**src/rtl/twodo_pkg.sv**
```systemverilog
`timescale 1ns / 1ps

package twodo_pkg;

  // fixed point constants: angles Q4.28, trig values Q2.30
  localparam int CORDIC_STEPS = 28;
  localparam logic signed [33:0] Q_PI      = 34'sd843314857;
  localparam logic signed [33:0] Q_TWO_PI  = 34'sd1686629713;
  localparam logic signed [33:0] Q_HALF_PI = 34'sd421657428;
  localparam logic signed [31:0] COS_PI_6  = 32'sd929887697;
  localparam logic signed [33:0] CORDIC_GAIN = 34'sd652032874;

  // divider step counts for the three kinds of quotient
  localparam logic [6:0] STEPS_WHEEL = 7'd32;
  localparam logic [6:0] STEPS_TURN  = 7'd62;
  localparam logic [6:0] STEPS_VEL   = 7'd48;

  typedef enum logic [1:0] {
    CFG_PPM    = 2'd0,
    CFG_BASE   = 2'd1,
    CFG_PERIOD = 2'd2
  } cfg_index_t;

  typedef struct packed {
    logic signed [15:0] count_wheel_a;
    logic signed [15:0] count_wheel_b;
    logic signed [15:0] count_wheel_c;
  } odo_in_t;

  typedef struct packed {
    logic signed [31:0] pose_x;
    logic signed [31:0] pose_y;
    logic signed [31:0] pose_heading;
    logic signed [31:0] speed_x;
    logic signed [31:0] speed_y;
    logic signed [31:0] turn_rate;
  } odo_out_t;

  // request to one divider lane: numerator is left aligned, steps bits used
  typedef struct packed {
    logic        start;
    logic [6:0]  steps;
    logic [63:0] num;
    logic [31:0] den;
  } div_req_t;

  typedef struct packed {
    logic        busy;
    logic [63:0] quot;
  } div_rsp_t;

  typedef struct packed {
    logic               busy;
    logic signed [31:0] cos_v;
    logic signed [31:0] sin_v;
  } cordic_rsp_t;

  // arctangent of 2^-i in Q4.28
  function automatic logic signed [33:0] atan_step(input logic [4:0] i);
    logic signed [33:0] r;
    case (i)
      5'd0: r = 34'sd210828714;
      5'd1: r = 34'sd124459457;
      5'd2: r = 34'sd65760959;
      5'd3: r = 34'sd33381290;
      5'd4: r = 34'sd16755422;
      5'd5: r = 34'sd8385879;
      5'd6: r = 34'sd4193963;
      5'd7: r = 34'sd2097109;
      5'd8: r = 34'sd1048571;
      5'd9: r = 34'sd524287;
      default: r = 34'sd1 <<< (5'd28 - i);
    endcase
    return r;
  endfunction

  function automatic logic signed [31:0] sat32(input logic signed [67:0] v);
    logic signed [31:0] r;
    if (v > 68'sd2147483647) begin
      r = 32'sh7FFFFFFF;
    end else if (v < -68'sd2147483648) begin
      r = 32'sh80000000;
    end else begin
      r = v[31:0];
    end
    return r;
  endfunction

  // saturate a sign and magnitude quotient to 32 bit signed
  function automatic logic signed [31:0] sat_mag(input logic neg, input logic [63:0] mag);
    logic signed [31:0] r;
    if (neg) begin
      if (mag > 64'h0000_0000_8000_0000) begin
        r = 32'sh80000000;
      end else begin
        r = ~mag[31:0] + 32'd1;
      end
    end else begin
      if (mag > 64'h0000_0000_7FFF_FFFF) begin
        r = 32'sh7FFFFFFF;
      end else begin
        r = mag[31:0];
      end
    end
    return r;
  endfunction

endpackage

```
**src/rtl/twodo_div.sv**
```systemverilog
`timescale 1ns / 1ps

module twodo_div import twodo_pkg::*; (
  input  logic     clk,
  input  logic     rst,
  input  div_req_t req,
  output div_rsp_t rsp
);

  logic        busy;
  logic [6:0]  cnt;
  logic [63:0] num;
  logic [63:0] quot;
  logic [31:0] den;
  logic [31:0] rem;
  logic [32:0] rem_s;
  logic [32:0] diff;
  logic        ge;

  // one restoring step per cycle
  assign rem_s = {rem, num[63]};
  assign diff  = rem_s - {1'b0, den};
  assign ge    = rem_s >= {1'b0, den};

  // step counter
  always_ff @(posedge clk) begin
    if (rst) begin
      busy <= 1'b0;
      cnt  <= '0;
    end else if (req.start) begin
      busy <= 1'b1;
      cnt  <= req.steps;
    end else if (busy) begin
      cnt <= cnt - 7'd1;
      if (cnt == 7'd1) begin
        busy <= 1'b0;
      end
    end
  end

  // datapath
  always_ff @(posedge clk) begin
    if (req.start) begin
      num  <= req.num;
      den  <= req.den;
      rem  <= '0;
      quot <= '0;
    end else if (busy) begin
      num  <= {num[62:0], 1'b0};
      rem  <= ge ? diff[31:0] : rem_s[31:0];
      quot <= {quot[62:0], ge};
    end
  end

  assign rsp.busy = busy;
  assign rsp.quot = quot;

endmodule

```
**config.mk**
```make
export PLATFORM = sky130hd
export DESIGN_NAME = twodo_div
export DESIGN_NICKNAME = d
export VERILOG_FILES = /design/src/rtl/twodo_pkg.sv /design/src/rtl/twodo_div.sv
export SDC_FILE = /design/constraint.sdc
export NUM_CORES = 1
export LEC_CHECK = 0
export ABC_CLOCK_PERIOD_IN_PS = 4650
export BUFFER_PORTS_ARGS = -buffer_cell sky130_fd_sc_hd__buf_2
export CELL_PAD_IN_SITES_DETAIL_PLACEMENT = 1
export CELL_PAD_IN_SITES_GLOBAL_PLACEMENT = 2
export CORE_MARGIN = 8
export CORE_UTILIZATION = 36
export CTS_CLUSTER_SIZE = 30
export DETAILED_ROUTE_END_ITERATION = 8
export PLACE_DENSITY_LB_ADDON = 0.08
export REMOVE_ABC_BUFFERS = 1
export SYNTH_ARGS = -nofsm -noshare
export SYNTH_HDL_FRONTEND = slang
export SYNTH_SLANG_ARGS = --single-unit
export TNS_END_PERCENT = 50
```
**constraint.sdc**
```tcl
create_clock -name clk -period 4.65 [get_ports clk]
set_input_delay 1.395 -clock clk [delete_from_list [all_inputs] [get_ports clk]]
set_output_delay 1.395 -clock clk [all_outputs]
set_load 0.05 [all_outputs]
```
==> results.md <==
- Initial standard-cell utilization of the core: 36.6%
- Setup repair after global routing missed its margin: false
- Worst slew margin relative to its limit: 40.6%
- Post-route non-filler standard cell count: 1354
- Minimum period implied by the final worst setup slack: 3.42 ns
- Number of standard cells after synthesis: 855
- Layout cell share with drive strength beyond 1: 27.7%
- # nets final: 1145
- Setup Total Neg Slack: 0 ns
- Required time worst endpoint: 4.95 ns
- Horizontal die dimension: 179 um
- DRC Markers: 0
- Slew Limit Fails: 0
- # IOs: 171
- Combinational Power Share: 13.3%
- Count of buffers inserted at the top-level ports: 170
- Kind of end point of the critical path: register
- DRT antenna net count: 0
- Number of max-cap violations: 0
- Most common cell after layout, fill and taps aside: buf_2
- Number of global-route vias before repair: 7131
- Flip-flop and latch count after synthesis: 200
- Std cell rows: 59
- CTS tree: done
- Post-synth ARST share: 0%
- Part of the cycle the worst path needs: 73.5%
- Yosys top cell by area: edfxtp_1
- Synth Flop Type: dfxtp_1
- Standby leakage power: 0.00479 uW
- Clock tree buffer depth: 2
- Hold Violations, Final: 0
- Average footprint of a synthesized cell: 11.2 um^2
- WS Path Type: reg -> reg
- Arrival @ worst endpoint: 3.72 ns
- Clock-pin slew of the registers on the worst-case setup and hold paths: 0.08 ns
- DR vias/cell: 4.95
- Sequential Power Share: 49.5%
- Internal cell power: 2940 uW
- Largest net degree at the start of global routing: 160
- Clock tree root driver cell: clkbuf_16
- Leading cell types in the layout, fill and taps excluded: buf_2, nor2_1, dfxtp_1
- GRT overflow: 0
- Final core utilization: 43.3%
- Net switching power of the design: 1120 uW
- Ys Warns: 0
- # H-tree levels: 4
- Total detailed-routing wirelength: 23700 um
- Achievable frequency: 0.292 GHz
- Worst Skew: 0.0171 ns
- Via count: 6703
- Antenna violations before repair: 12
- Routability congestion estimate from global placement: 0.746
- Worst min-delay path class: reg -> reg
- Layout-stage area growth over the synthesis result: 18.2%
- Post-CTS sizing: 0
- Inserted Clock Buffers: 17
- Critical path launch point type: register
- Final setup violation count: 0
- First-pass GRT wire length: 38100 um
- Portion of the post-synthesis area used by sequential elements: 52.0%
- Number of placed instances with taps included: 1320
- Total power: 4060 uW
- Slew @ Worst Pin: 0.891 ns
- Number of hold buffers added after cts: 0
- Count of flip-flops with a built-in enable after synthesis: 96
- Number of buffers added for setup after CTS: 0
- Run status: completed
- Starting DRT DRC Count: 263
- Top-area cell type share of the netlist area: 30.2%
- Peak VDD IR: 0.000199 V
- Clock Sink Count: 200
- Synth area leaders: edfxtp_1, dfxtp_1, mux2i_1
- Overall fraction of global-route tracks in use: 15.0%
- Power per cell area: 360 nW/um^2
- Net switching share of the total power: 27.7%
- Number of search-and-repair iterations in the first detailed-routing pass: 4
- Part of the total power dissipated in the clock network: 37.2%
- Height of the die: 179 um
- Number of fill cells: 2871
- Number of unique standard cell types used by synthesis: 57
- Post-detailed-route wirelength per cell: 17.5 um
- Summed instance area of the synthesized netlist: 9550 um^2
- Floorplan core area: 26100 um^2
- Maximum fanout count along the critical path: 16
- DP Wirelength: 17100 um
- Die outline area: 32000 um^2
- Insertion delay to the later sink of the worst-skew pair: 0.44 ns
## Yosys cell counts, types with 5 or more instances
master    count
xnor2_1      23
nor2b_1       5
mux2_2       63
o21ai_0      15
ha_1         34
buf_1         6
xor2_1       11
and2_1        5
buf_4         5
nand3_1       5
edfxtp_1     96
mux2i_1      91
nor3_1        7
a21o_1       22
nand4_1       8
a21oi_1      42
nand2_1      37
o21ai_1      13
clkbuf_1     30
a211oi_1     20
dfxtp_1     104
inv_1        38
nor2_1      118
## sequential cells by signal (all words and copies together), names as in the netlist
register	cells
quot	64
num	64
busy	1
cnt	7
rem	32
den	32
## kinds of logic after synthesis
| kind of cell | count (synthesis) | share of synthesized area, % |
|---|---|---|
| multiplexers | 155 | 17.1 |
| AND/OR/NAND/NOR | 201 | 9.10 |
| flip-flops | 200 | 52.0 |
| AO/OA/AOI/OAI | 144 | 9.97 |
| buffers and inverters | 86 | 4.00 |
| adder cells (fa/ha/maj) | 35 | 4.67 |
| XOR/XNOR | 34 | 3.12 |
## worst max-delay path, stage by stage, from the launching register on
cell and delay [ns]:
edfxtp_1 0.33, inv_1 0.04, ha_1 0.45, nand2_1 0.09, o21a_1 0.22, a311oi_2 0.21, nor2_1 0.08, a211o_1 0.28
a21oi_1 0.13, a21o_1 0.46, buf_4 0.32, buf_4 0.32, mux2i_1 0.25, a211oi_1 0.09
## worst paths after layout
kind / startpoint / to / slack (ns) / depth (start not counted)
setup / recovery: den[15] / rem[24] / 1.23 / 13
hold / removal: rem[29] / rem[29] / 0.48 / 2
setup reg to reg: den[15] / rem[24] / 1.23 / 13
hold reg to reg: rem[29] / rem[29] / 0.48 / 2
## layout make-up
| cell class | instances | area, um^2 | area share, % |
|---|---|---|---|
| clock buffers | 18 | 429 | 3.80 |
| diodes | 2 | 5.00 | 0.0444 |
| flip-flops and latches | 200 | 4970 | 44.0 |
| multi-input cells | 569 | 4200 | 37.2 |
| repair buffers | 178 | 942 | 8.35 |
| clock inverters | 14 | 179 | 1.59 |
| inverters | 38 | 143 | 1.26 |
| well taps | 335 | 419 | 3.71 |
## power by group through the flow
stage | Sequential [uW] | Combinational [uW] | Clock (uW)
after floorplan | 2050 | 367 | 0
after global placement | 2050 | 541 | 0
after detailed placement | 2050 | 544 | 0
after CTS | 2010 | 549 | 1570
after global routing | 2030 | 605 | 1630
final | 2010 | 540 | 1510
## through the flow
step,setup slack (ns),cell area (um^2),hold WS [ns]
2_1_floorplan,-1.54,9310,0.442
3_3_place_gp,1.32,10700,0.465
3_5_place_dp,1.18,10700,0.474
4_1_cts,1.16,11300,0.486
5_1_grt,0.955,11300,0.504
6_report,1.23,11300,0.480
## per-layer routing
metal | wire length, um | track usage, % | up-vias
li1 | - | - | 3347
met1 | 10400 | 18.0 | 3192
met2 | 11300 | 24.5 | 116
met3 | 1800 | 6.82 | 28
met4 | 158 | 2.82 | 20
met5 | 129 | 0 | -
Power figures use the tool's default switching activity.
