`src/rtl/twodo_pkg.sv`:
```
`timescale 1ns / 1ps

package twodo_pkg;

  // fixed point constants: angles Q4.28, trig values Q2.30
  localparam int CORDIC_STEPS = 28;
  localparam logic signed [33:0] Q_PI      = 34'sd843314857;
  localparam logic signed [33:0] Q_TWO_PI  = 34'sd1686629713;
  localparam logic signed [33:0] Q_HALF_PI = 34'sd421657428;
  localparam logic signed [31:0] COS_PI_6  = 32'sd929887697;
  localparam logic signed [33:0] CORDIC_GAIN = 34'sd652032874;

  // divider step counts for the three kinds of quotient
  localparam logic [6:0] STEPS_WHEEL = 7'd32;
  localparam logic [6:0] STEPS_TURN  = 7'd62;
  localparam logic [6:0] STEPS_VEL   = 7'd48;

  typedef enum logic [1:0] {
    CFG_PPM    = 2'd0,
    CFG_BASE   = 2'd1,
    CFG_PERIOD = 2'd2
  } cfg_index_t;

  typedef struct packed {
    logic signed [15:0] count_wheel_a;
    logic signed [15:0] count_wheel_b;
    logic signed [15:0] count_wheel_c;
  } odo_in_t;

  typedef struct packed {
    logic signed [31:0] pose_x;
    logic signed [31:0] pose_y;
    logic signed [31:0] pose_heading;
    logic signed [31:0] speed_x;
    logic signed [31:0] speed_y;
    logic signed [31:0] turn_rate;
  } odo_out_t;

  // request to one divider lane: numerator is left aligned, steps bits used
  typedef struct packed {
    logic        start;
    logic [6:0]  steps;
    logic [63:0] num;
    logic [31:0] den;
  } div_req_t;

  typedef struct packed {
    logic        busy;
    logic [63:0] quot;
  } div_rsp_t;

  typedef struct packed {
    logic               busy;
    logic signed [31:0] cos_v;
    logic signed [31:0] sin_v;
  } cordic_rsp_t;

  // arctangent of 2^-i in Q4.28
  function automatic logic signed [33:0] atan_step(input logic [4:0] i);
    logic signed [33:0] r;
    case (i)
      5'd0: r = 34'sd210828714;
      5'd1: r = 34'sd124459457;
      5'd2: r = 34'sd65760959;
      5'd3: r = 34'sd33381290;
      5'd4: r = 34'sd16755422;
      5'd5: r = 34'sd8385879;
      5'd6: r = 34'sd4193963;
      5'd7: r = 34'sd2097109;
      5'd8: r = 34'sd1048571;
      5'd9: r = 34'sd524287;
      default: r = 34'sd1 <<< (5'd28 - i);
    endcase
    return r;
  endfunction

  function automatic logic signed [31:0] sat32(input logic signed [67:0] v);
    logic signed [31:0] r;
    if (v > 68'sd2147483647) begin
      r = 32'sh7FFFFFFF;
    end else if (v < -68'sd2147483648) begin
      r = 32'sh80000000;
    end else begin
      r = v[31:0];
    end
    return r;
  endfunction

  // saturate a sign and magnitude quotient to 32 bit signed
  function automatic logic signed [31:0] sat_mag(input logic neg, input logic [63:0] mag);
    logic signed [31:0] r;
    if (neg) begin
      if (mag > 64'h0000_0000_8000_0000) begin
        r = 32'sh80000000;
      end else begin
        r = ~mag[31:0] + 32'd1;
      end
    end else begin
      if (mag > 64'h0000_0000_7FFF_FFFF) begin
        r = 32'sh7FFFFFFF;
      end else begin
        r = mag[31:0];
      end
    end
    return r;
  endfunction

endpackage

```
`src/rtl/twodo_cordic.sv`:
```
`timescale 1ns / 1ps

module twodo_cordic import twodo_pkg::*; (
  input  logic               clk,
  input  logic               rst,
  input  logic               start,
  input  logic signed [31:0] angle,
  output cordic_rsp_t        rsp
);

  logic               busy;
  logic [4:0]         idx;
  logic signed [33:0] x;
  logic signed [33:0] y;
  logic signed [33:0] z;
  logic               flip;
  logic signed [33:0] z0;
  logic signed [33:0] z1;
  logic signed [33:0] z2;
  logic               flip0;
  logic signed [33:0] xs;
  logic signed [33:0] ys;
  logic signed [33:0] xn;
  logic signed [33:0] yn;

  // reduce into [-pi, pi], then fold into [-pi/2, pi/2]
  always_comb begin
    z0 = 34'(angle);
    if (z0 > Q_PI) begin
      z1 = z0 - Q_TWO_PI;
    end else if (z0 < -Q_PI) begin
      z1 = z0 + Q_TWO_PI;
    end else begin
      z1 = z0;
    end
    flip0 = 1'b0;
    z2    = z1;
    if (z1 > Q_HALF_PI) begin
      z2    = z1 - Q_PI;
      flip0 = 1'b1;
    end else if (z1 < -Q_HALF_PI) begin
      z2    = z1 + Q_PI;
      flip0 = 1'b1;
    end
  end

  assign xs = x >>> idx;
  assign ys = y >>> idx;

  // iteration counter
  always_ff @(posedge clk) begin
    if (rst) begin
      busy <= 1'b0;
      idx  <= '0;
    end else if (start) begin
      busy <= 1'b1;
      idx  <= '0;
    end else if (busy) begin
      idx <= idx + 5'd1;
      if (idx == 5'(CORDIC_STEPS - 1)) begin
        busy <= 1'b0;
      end
    end
  end

  // rotation datapath
  always_ff @(posedge clk) begin
    if (start) begin
      x    <= CORDIC_GAIN;
      y    <= '0;
      z    <= z2;
      flip <= flip0;
    end else if (busy) begin
      if (z >= 0) begin
        x <= x - ys;
        y <= y + xs;
        z <= z - atan_step(idx);
      end else begin
        x <= x + ys;
        y <= y - xs;
        z <= z + atan_step(idx);
      end
    end
  end

  assign xn = -x;
  assign yn = -y;
  assign rsp.busy  = busy;
  assign rsp.cos_v = flip ? xn[31:0] : x[31:0];
  assign rsp.sin_v = flip ? yn[31:0] : y[31:0];

endmodule

```
`config.mk`:
```
export PLATFORM = sky130hd
export DESIGN_NAME = twodo_cordic
export DESIGN_NICKNAME = d
export VERILOG_FILES = /design/src/rtl/twodo_pkg.sv /design/src/rtl/twodo_cordic.sv
export SDC_FILE = /design/constraint.sdc
export NUM_CORES = 1
export LEC_CHECK = 0
export BUFFER_PORTS_ARGS = -buffer_cell sky130_fd_sc_hd__buf_2
export CAP_MARGIN = 0
export CORE_ASPECT_RATIO = 1.4
export CORE_UTILIZATION = 65
export DETAILED_ROUTE_END_ITERATION = 12
export PLACE_DENSITY = 0.84
export SETUP_SLACK_MARGIN = 0.02
export SLEW_MARGIN = 15
export SYNTH_ARGS = -nofsm -noshare
export SYNTH_HDL_FRONTEND = slang
export SYNTH_SLANG_ARGS = --single-unit
```
`constraint.sdc`:
```
create_clock -name clk -period 7.9 [get_ports clk]
set_input_delay 1.58 -clock clk [delete_from_list [all_inputs] [get_ports clk]]
set_output_delay 1.58 -clock clk [all_outputs]
set_load 0.01 [all_outputs]
```
==> results.sh <==
export IMPL_diodes=0
export IMPL_area_delta_synth_final_pct=3.94
export IMPL_cp_max_fo=34
export IMPL_setup_viol=0
export IMPL_drc=0
export IMPL_initial_core_util_pct=66.3
export IMPL_coreArea_um2=30800
export IMPL_maxCapViolCount=0
export IMPL_via_per_inst=7.10
export IMPL_synth_area_um2=20400
export IMPL_fin_skew_ns=0.0185
export IMPL_ioPinCount=100
export IMPL_rr_startpoint="idx[0]"
export IMPL_cts_tree="done"
export IMPL_critPathArrivalTime_ns=7.46
export IMPL_fin_crit_sh_pct=90.2
export IMPL_clkPwrFrac_pct=5.7
export IMPL_gp_congestion=0.980
export IMPL_ant_nets=0
export IMPL_yosysWarnings=0
export IMPL_die_h_um=212
export IMPL_grt_antenna_before_repair=0
export IMPL_drive_above_1_share_pct=13.0
export IMPL_rows=76
export IMPL_cts_resized=0
export IMPL_min_from="x[0]"
export IMPL_hold_viol_final=0
export IMPL_syn_num_nets=2787
export IMPL_grt_max_degree=94
export IMPL_switching_share_pct=52.7
export IMPL_clkLatencyLatePin_ns=0.40
export IMPL_place_area_um2=20900
export IMPL_clockBufferDepth=2
export IMPL_pwr_share_comb_pct=80.2
export IMPL_wl_um=67500
export IMPL_crit_chain="buf_12 > mux4_2 > mux4_2 > mux2_2 > a211oi_1 > nand3_1 > or3_1 > or2_1 > o21ai_0 > xor2_1 > ha_1 > a21oi_1 > nand2_1 > o211a_1 > a2111o_1 > a31o_2 > a31oi_1 > o21ai_0 > a31o_2 > xor2_1 > a21o_1 > a21oi_1"
export IMPL_required_ns=8.23
export IMPL_hold_buffers=0
export IMPL_grt_pass1_wl_um=107000
export IMPL_slew_headroom_pct=28.1
export IMPL_grt_use_total_pct=41.5
export IMPL_syn_avg_cell_area_um2=7.76
export IMPL_cts_buffers=9
export IMPL_ys_ff_latch=109
export IMPL_design_area_um2=21200
export IMPL_slowest_stage="dfxtp_4"
export IMPL_synth_edf_count=35
export IMPL_cp_end_kind="flip-flop"
export IMPL_p_sw_mw=4.69
export IMPL_syn_inst=2633
export IMPL_power_density_nw_per_um2=419
export IMPL_die_x_um=152
export IMPL_crit_type="flip-flop to flip-flop"
export IMPL_drtIter0Drc=1974
export IMPL_period_minus_slack_ns=7.13
export IMPL_final_net_count=2751
export IMPL_synth_ff_type="dfxtp_1"
export IMPL_hold_class="flip-flop to flip-flop"
export IMPL_root_buffer="clkbuf_16"
export IMPL_async_reset_ff_share_pct=0
export IMPL_grt_pass1_vias=20600
export IMPL_max_freq_mhz=140
export IMPL_synth_cell_types=104
export IMPL_vdd_ir_drop_worst_mv=0.266
export IMPL_routedWlPerCell_um=22.6
export IMPL_yosysSeqAreaShare_pct=12.4
export IMPL_leakage_nw=8.36
export IMPL_startpoint="idx[0]"
export IMPL_dp_hpwl_um=52000
export IMPL_max_stage_delay_ns=0.62
export IMPL_fillCellCount=2623
export IMPL_rsz0062_at_grt="false"
export IMPL_setup_worst_path_start_class="flip-flop"
export IMPL_io_buffers=99
export IMPL_p_seq_share_pct=14.1
export IMPL_die_area_um2=32200
export IMPL_worst_pin_slew_ns=1.05
export IMPL_vias=21200
export IMPL_fin_tns_setup_ns=0
export IMPL_status="complete, no violations"
export IMPL_slew_violations=0
export IMPL_overflow=0
export IMPL_clock_sinks=109
export IMPL_firstDrtPassIters=6
export IMPL_internal_power_mw=4.22
export IMPL_htree_levels=3
export IMPL_clkSlewWorstSetupHoldPaths_ns=0.09
synthesized netlist by cell type (14+ instances only):
library cell,number,area share [%]
mux4_2,92,10
nand2b_1,37,1.1
nand4_1,26,0.80
o21bai_1,17,0.62
xnor2_1,204,8.7
or3_1,40,1.2
mux2i_1,67,3.3
nand2_1,221,4.1
and3_1,28,0.86
a22oi_1,20,0.73
nor3_1,56,1.4
mux2_2,27,1.5
buf_1,31,0.57
a21o_1,58,2.1
xor2_1,86,3.7
a211o_1,17,0.73
o31ai_1,48,1.8
dfxtp_1,74,7.2
o211ai_1,20,0.73
nor2_1,228,4.2
nor4_1,15,0.46
o21a_1,30,1.1
o21ai_0,192,4.7
edfxtp_1,35,5.1
clkbuf_1,115,2.1
a21boi_0,14,0.51
ha_1,116,7.1
a31oi_1,29,0.89
nor2b_1,30,0.92
a211oi_1,37,1.4
o22ai_1,16,0.49
nand3_1,53,1.3
buf_2,21,0.51
a21oi_1,173,4.2
and2_1,30,0.92
or2_2,22,0.67
inv_1,77,1.4
through the flow:
stage	hold slack [ns]	worst slack (ns)	power [mW]	util [%]	std cells
finish	0.547	0.774	8.91	69.0	2992
global route	0.601	0.239	9.65	69.0	2992
CTS	0.543	0.621	8.79	68.9	2991
detailed placement	0.533	0.660	8.24	67.9	2975
global placement	0.528	0.846	8.03	67.9	2975
floorplan	0.493	0.907	6.58	-	2633
placed cells by master (no fill, tap or decap), types with 20 or more instances in the layout:
| cell | Yosys | routed |
|---|---|---|
| a211oi_1 | 37 | 37 |
| a21o_1 | 58 | 58 |
| a21oi_1 | 173 | 173 |
| a22oi_1 | 20 | 20 |
| a31oi_1 | 29 | 29 |
| and2_1 | 30 | 30 |
| and3_1 | 28 | 28 |
| buf_2 | 21 | 98 |
| buf_4 | 12 | 41 |
| dfxtp_1 | 74 | 69 |
| edfxtp_1 | 35 | 35 |
| ha_1 | 116 | 116 |
| inv_1 | 77 | 75 |
| mux2_2 | 27 | 27 |
| mux2i_1 | 67 | 67 |
| mux4_2 | 92 | 92 |
| nand2_1 | 221 | 221 |
| nand2b_1 | 37 | 37 |
| nand3_1 | 53 | 53 |
| nand4_1 | 26 | 26 |
| nor2_1 | 228 | 228 |
| nor2b_1 | 30 | 30 |
| nor3_1 | 56 | 56 |
| o211ai_1 | 20 | 20 |
| o21a_1 | 30 | 30 |
| o21ai_0 | 192 | 192 |
| o31ai_1 | 48 | 48 |
| or2_2 | 22 | 22 |
| or3_1 | 40 | 40 |
| xnor2_1 | 204 | 204 |
| xor2_1 | 86 | 86 |
worst max-delay path, delay by kind of cell (launching register included):
| family | cells | cell delay (ns) |
|---|---|---|
| AOI/OAI and AO/OA | 11 | 2.98 |
| xor gates and xnor gates | 2 | 0.37 |
| adders and majority gates | 1 | 0.30 |
| buffers and inverters | 1 | 0.30 |
| DFF | 1 | 0.62 |
| muxes | 3 | 1.41 |
| and+or+nand+nor | 4 | 1.05 |
power groups by stage:
stage               logic, mW  clock network (mW)  registers, mW
floorplan                5.57                   0           1.01
global placement         6.79                   0           1.24
detailed placement       6.98                   0           1.25
CTS                      7.04               0.512           1.24
global route             7.84               0.526           1.28
finish                   7.14               0.507           1.26
state kept, by name, summed over array words and instances, names as in the netlist:
| signal | cells |
|---|---|
| idx | 5 |
| x | 34 |
| flip | 1 |
| y | 34 |
| busy | 1 |
| z | 34 |
final timing paths:
kind,to,slack (ns),cells after the start
setup reg to reg,y[33],0.77,22
hold / removal,x[0],0.55,2
hold reg to reg,x[0],0.55,2
setup / recovery,y[33],0.77,22
per-layer routing:
metal | track usage, % | part of all wire, % | up-vias
met5 | 0 | 0 | -
met1 | 42.8 | 35 | 10100
met4 | 33.6 | 8.8 | 0
met2 | 75.6 | 51 | 1021
li1 | - | - | 9779
met3 | 5.12 | 5.4 | 354
layout make-up:
class	count	area, um^2	share of cell area, %
clock inverters	5	66.3	0.312
repair buffers	141	838	3.95
multi-input cells	2257	16800	78.9
clock buffers	11	243	1.14
well taps	390	488	2.30
flip-flops and latches	109	2540	12.0
inverters	79	297	1.40
timing repair:
| item | 4_1_cts | 5_1_grt |
|---|---|---|
| setup buffers | 0 | 1 |
| endpoints found under the hold margin | 0 | 0 |
| endpoints found under the setup margin | 0 | 1 |
cells by family (layout without fill, tap and decap cells):
logic type	Yosys count	count (layout)	share of synthesized area (%)
XOR/XNOR	290	290	12.4
multiplexers	191	191	15.5
AND/OR/NAND/NOR	842	842	20.3
AO/OA/AOI/OAI	815	815	26.5
flip-flops	109	109	12.4
buffers and inverters	267	236	5.56
adder cells (fa/ha/maj)	119	119	7.40
No activity file was read; power rests on OpenSTA's default activity.
